`src/rtl/core/bdtu_fdiv.sv`:
```
`default_nettype none

// Floor division and non-negative remainder of a signed value by a constant.
// Reciprocal multiply, then product back-off; two register stages.
module bdtu_fdiv #(
    parameter int N = 32,   // magnitude bits of the dividend
    parameter int D = 60    // divisor, not a power of two, below 2**N
) (
    input  wire                      i_clk,
    input  wire                      i_en,
    input  wire  signed [N:0]        i_x,
    output logic signed [N:0]        o_q,
    output logic [$clog2(D)-1:0]     o_r
);

    localparam int L = $clog2(D);
    localparam int S = N + L;
    localparam logic [N:0] M = (N+1)'(((64'd1 << S) / 64'(D)) + 64'd1);

    logic              r_neg;
    logic [N-1:0]      r_n;
    logic [2*N:0]      r_p;
    logic [N-1:0]      n_n;
    logic [2*N:0]      n_p;
    logic [N-1:0]      q_u;
    logic [N-1:0]      qd;
    logic [L-1:0]      r_u;
    logic signed [N:0] r_q;
    logic [L-1:0]      r_r;

    // Fold negatives by ones' complement so floor becomes a plain quotient
    always_comb begin
        n_n = i_x[N] ? ~i_x[N-1:0] : i_x[N-1:0];
        n_p = (2*N+1)'(n_n) * (2*N+1)'(M);
    end

    // Quotient from the high product bits, remainder by back-multiply
    always_comb begin
        q_u = N'(r_p >> S);
        qd  = N'(q_u * N'(D));
        r_u = L'(r_n - qd);
    end

    always_ff @(posedge i_clk) begin
        if (i_en) begin
            r_neg <= i_x[N];
            r_n   <= n_n;
            r_p   <= n_p;
            r_q   <= r_neg ? ~{1'b0, q_u} : {1'b0, q_u};
            r_r   <= r_neg ? (L'(D - 1) - r_u) : r_u;
        end
    end

    assign o_q = r_q;
    assign o_r = r_r;

endmodule

`default_nettype wire

```
`config.mk`:
```
export PLATFORM = sky130hd
export DESIGN_NAME = bdtu_fdiv
export DESIGN_NICKNAME = d
export VERILOG_FILES = /design/src/rtl/core/bdtu_fdiv.sv
export SDC_FILE = /design/constraint.sdc
export NUM_CORES = 1
export LEC_CHECK = 0
export ABC_AREA = 1
export BUFFER_PORTS_ARGS = -buffer_cell sky130_fd_sc_hd__buf_2
export CAP_MARGIN = 40
export CORE_AREA = 2 2 203 165
export CTS_BUF_LIST = sky130_fd_sc_hd__clkbuf_4 sky130_fd_sc_hd__clkbuf_8 sky130_fd_sc_hd__clkbuf_16
export DETAILED_ROUTE_END_ITERATION = 7
export DIE_AREA = 0 0 205 167
export HOLD_SLACK_MARGIN = 0.15
export PLACE_DENSITY = 0.69
export SETUP_SLACK_MARGIN = 0.02
export SLEW_MARGIN = 0
export SYNTH_ARGS = -nofsm -noshare
export SYNTH_HDL_FRONTEND = slang
export SYNTH_SLANG_ARGS = --single-unit
```
`constraint.sdc`:
```
create_clock -name i_clk -period 12.7 [get_ports i_clk]
set_clock_uncertainty 0.2 [all_clocks]
set_input_delay 2.54 -clock i_clk [delete_from_list [all_inputs] [get_ports i_clk]]
set_output_delay 2.54 -clock i_clk [all_outputs]
set_load 0.005 [all_outputs]
```
==> results list <==
* CTS clk-pin slew, worst paths: 0.06 ns
* Via density per instance: 5.14
- During placement, the flow inserted port buffers numbering 73.
- Reg2reg start: r_p[38]$_DFFE_PP_
* Initial cell density of the core: 44.5%
* DRC errors left: 0
- Worst Path Class, Setup: input pin to flip-flop
* Kind of launch point of the worst setup path: input pin
- From synthesis to final layout, the design area changed by 8.23%.
- Yosys cell types: 42
- Cell count after synthesis: 1678
- Remaining global-route overflow: 0
- Worst setup path start: i_x[32]
- DRT antenna net count: 0
* Source-to-sink clock delay at the later pin of the worst-skew pair: 0.33 ns
- Measured in cells, the most critical reg-to-reg path has a length of 10.
- Data arrival, critical path: 9.11 ns
- Final period util: 72.7%
- Yosys top cell area share: 26.7%
- The final layout contains 2258 nets.
- Fraction of final layout cells with drive strength greater than 1: 7.31%
- The critical path ends at r_p[62]$_DFFE_PP_.
* CTS tree: done
- At the pin with the least slew margin, the transition time is 0.894 ns.
- The routed layout has 11300 vias.
* Maximum number of pins on one net before global-route repair: 69
- Aggregate routed wire length: 39.1 mm
- Post-CTS Repair Setup Buffers: 0
- After detailed placement, the design holds a cell count of 2175.
* Post-layout minimum cycle time: 9.23 ns
- The endpoint identified for the worst register-to-register timing path is o_r[5]$_DFFE_PP_.
- Measured along the x axis, the die boundary spans 205 microns.
- For the worst setup path, the data required time is 12.59 ns.
* Maximum fanout encountered on the critical timing path: 37
- The via count of the first global-routing pass came to 11700.
- The floorplan step defined a die boundary enclosing 34200 sq um.
- Final weighted congestion in routability-driven placement: 1.00
- Number of violations reported at the end of detailed-routing iteration 0: 869
- Most used DFF post-synth: edfxtp_1
- Hold buffer count at cts: 0
- The wire-length estimate of the detail-placed layout is 34.6 mm.
- CTS Buffer Depth: 2
- Counting flops with an async set or reset pin after synthesis yields a share of 0%.
* Num rows: 59
- After clock tree synthesis, the repair step resized 0 gates.
- Final Hold Viols: 0
* RSZ-0062 raised after global routing: no
- Relative slew margins: 40.4%
- The layout has 3171 filler cells.
- The library cell used most frequently in the layout, excluding fill and tap cells, is inv_1.
* Main area contributors after synthesis: ha_1, fa_1, edfxtp_1
* Gr usage total: 23.6%
- Yosys mapped a number of flops with a built-in enable equal to 68.
- Leaving out fill and tap cells, the most frequent cells in the layout are inv_1, ha_1, nand2_1.
* Pins over their slew limit: 0
* Worst setup slack for register-to-register paths: 9.70 ns
* Run status: complete, no violations
- DIE HEIGHT: 167 microns
- Fin Setup TNS: 0 ns
- Each instance of the synthesized netlist takes up on average 8.54 sq um.
* Synthesized cell area: 14300 sq um
- The root buffer cell chosen for the clock tree is clkbuf_16.
- Yosys printed 0 warnings.
* Number of top-level pins: 74
- 0 antenna diodes ended up in the layout.
* Wirelength per Cell: 17.8 microns
- Synthesis inferred 68 register bits.
- Maximum clock frequency: 108 MHz
* Final instance count without filler cells: 2191
- Sink count of the clock tree: 68
- The number of antenna violations at the first check in global routing came to 0.
* Post-layout utilization of the core: 48.2%
* Total CTS buffers: 9
* Register area share after synthesis: 14.3%
- The floorplan step defined a core boundary enclosing 32200 sq um.
- The H-tree generated during clock tree synthesis spans 3 levels.
* Number of endpoints failing setup at the final stage: 0
- STA classifies the critical path endpoint as a flip-flop.
- Area leader, netlist: ha_1
* First-pass GRT wire length: 62.2 mm
* Worst hold-check path type: flip-flop to flip-flop
- Pre-Repair DR Iteration Count: 6
* Post-Synthesis Net Count: 2177
* Max-cap violations: 0
[cell type report]
cell class / count / area (sq um) / area share (%)
multi-input cells: 1166 / 10600 / 68.3
flip-flops and latches: 68 / 2040 / 13.2
inverters: 431 / 1620 / 10.4
well taps: 427 / 534 / 3.44
repair buffers: 83 / 440 / 2.84
clock buffers: 10 / 233 / 1.50
clock inverters: 6 / 55.1 / 0.355
[synthesized netlist by cell type (4+ instances only)]
cell type,number
buf_4,5
nor2_2,8
nor4_2,4
o21bai_1,11
inv_2,7
xnor2_1,22
nand3_1,39
a21boi_0,5
nand2_2,5
a21oi_1,81
o21ai_0,43
ha_1,306
edfxtp_1,68
xor2_1,60
nand4_1,5
nor2_1,116
nand2_1,238
buf_2,6
a21o_1,5
a31oi_1,9
o21ai_1,7
nor3_1,13
o21a_1,9
inv_1,424
fa_1,158
nor4_1,4
[cells by family after synthesis]
logic type / synth area share [%]
compound gates: 7.05
xor+xnor: 5.01
fa+ha+maj: 48.8
buf+inv: 11.9
flops: 14.3
simple gates: 13.0
[worst min path at each step]
stage	startpoint	depth (start not counted)	endpoint
CTS	r_p[53]$_DFFE_PP_	1	o_q[15]$_DFFE_PP_
detailed placement	r_p[63]$_DFFE_PP_	1	o_q[25]$_DFFE_PP_
floorplan	r_neg$_DFFE_PP_	0	o_q[31]$_SDFFCE_PN0P_
finish	r_p[53]$_DFFE_PP_	1	o_q[15]$_DFFE_PP_
global placement	r_p[43]$_DFFE_PP_	1	o_q[5]$_DFFE_PP_
global route	r_p[53]$_DFFE_PP_	1	o_q[15]$_DFFE_PP_
[layer usage]
layer,wire [microns],global-route usage (%)
met1,18400,33.7
met2,16500,36.2
met3,3450,6.18
met4,637,4.44
met5,0,0
[registers in the layout, indices dropped and copies added, names as in the netlist]
register	cells
r_n	6
o_q	28
r_p	27
o_r	6
r_neg	1
[per-stage QoR]
| step | area [sq um] | worst slack [ns] | hold slack (ns) |
|---|---|---|---|
| after floorplan | 14300 | 4.33 | 0.224 |
| after detailed placement | 15200 | 3.18 | 0.350 |
| after CTS | 15500 | 3.50 | 0.359 |
| after global routing | 15500 | 3.07 | 0.367 |
| final | 15500 | 3.47 | 0.355 |
| after global placement | 15200 | 3.23 | 0.346 |
[critical path, stage by stage]
cell and delay, ns:
buf_2 0.08, buf_4 0.46, xor2_1 0.67, ha_1 0.44, fa_1 0.55, inv_1 0.10
fa_1 0.54, fa_1 0.43, fa_1 0.49, inv_1 0.05, fa_1 0.53, inv_1 0.06
fa_1 0.54, inv_1 0.06, ha_1 0.33, nand2_1 0.08, nand2_1 0.07, nor2_1 0.25
o21ai_0 0.18, a21oi_1 0.27, nor2_1 0.07, nor2_1 0.13, nand2_1 0.07, nand2_1 0.05
nand2_1 0.05
Power is left out: the tool's default activity adds up to more than one toggle a clock period on the data nets, which glitch-free logic cannot reach.
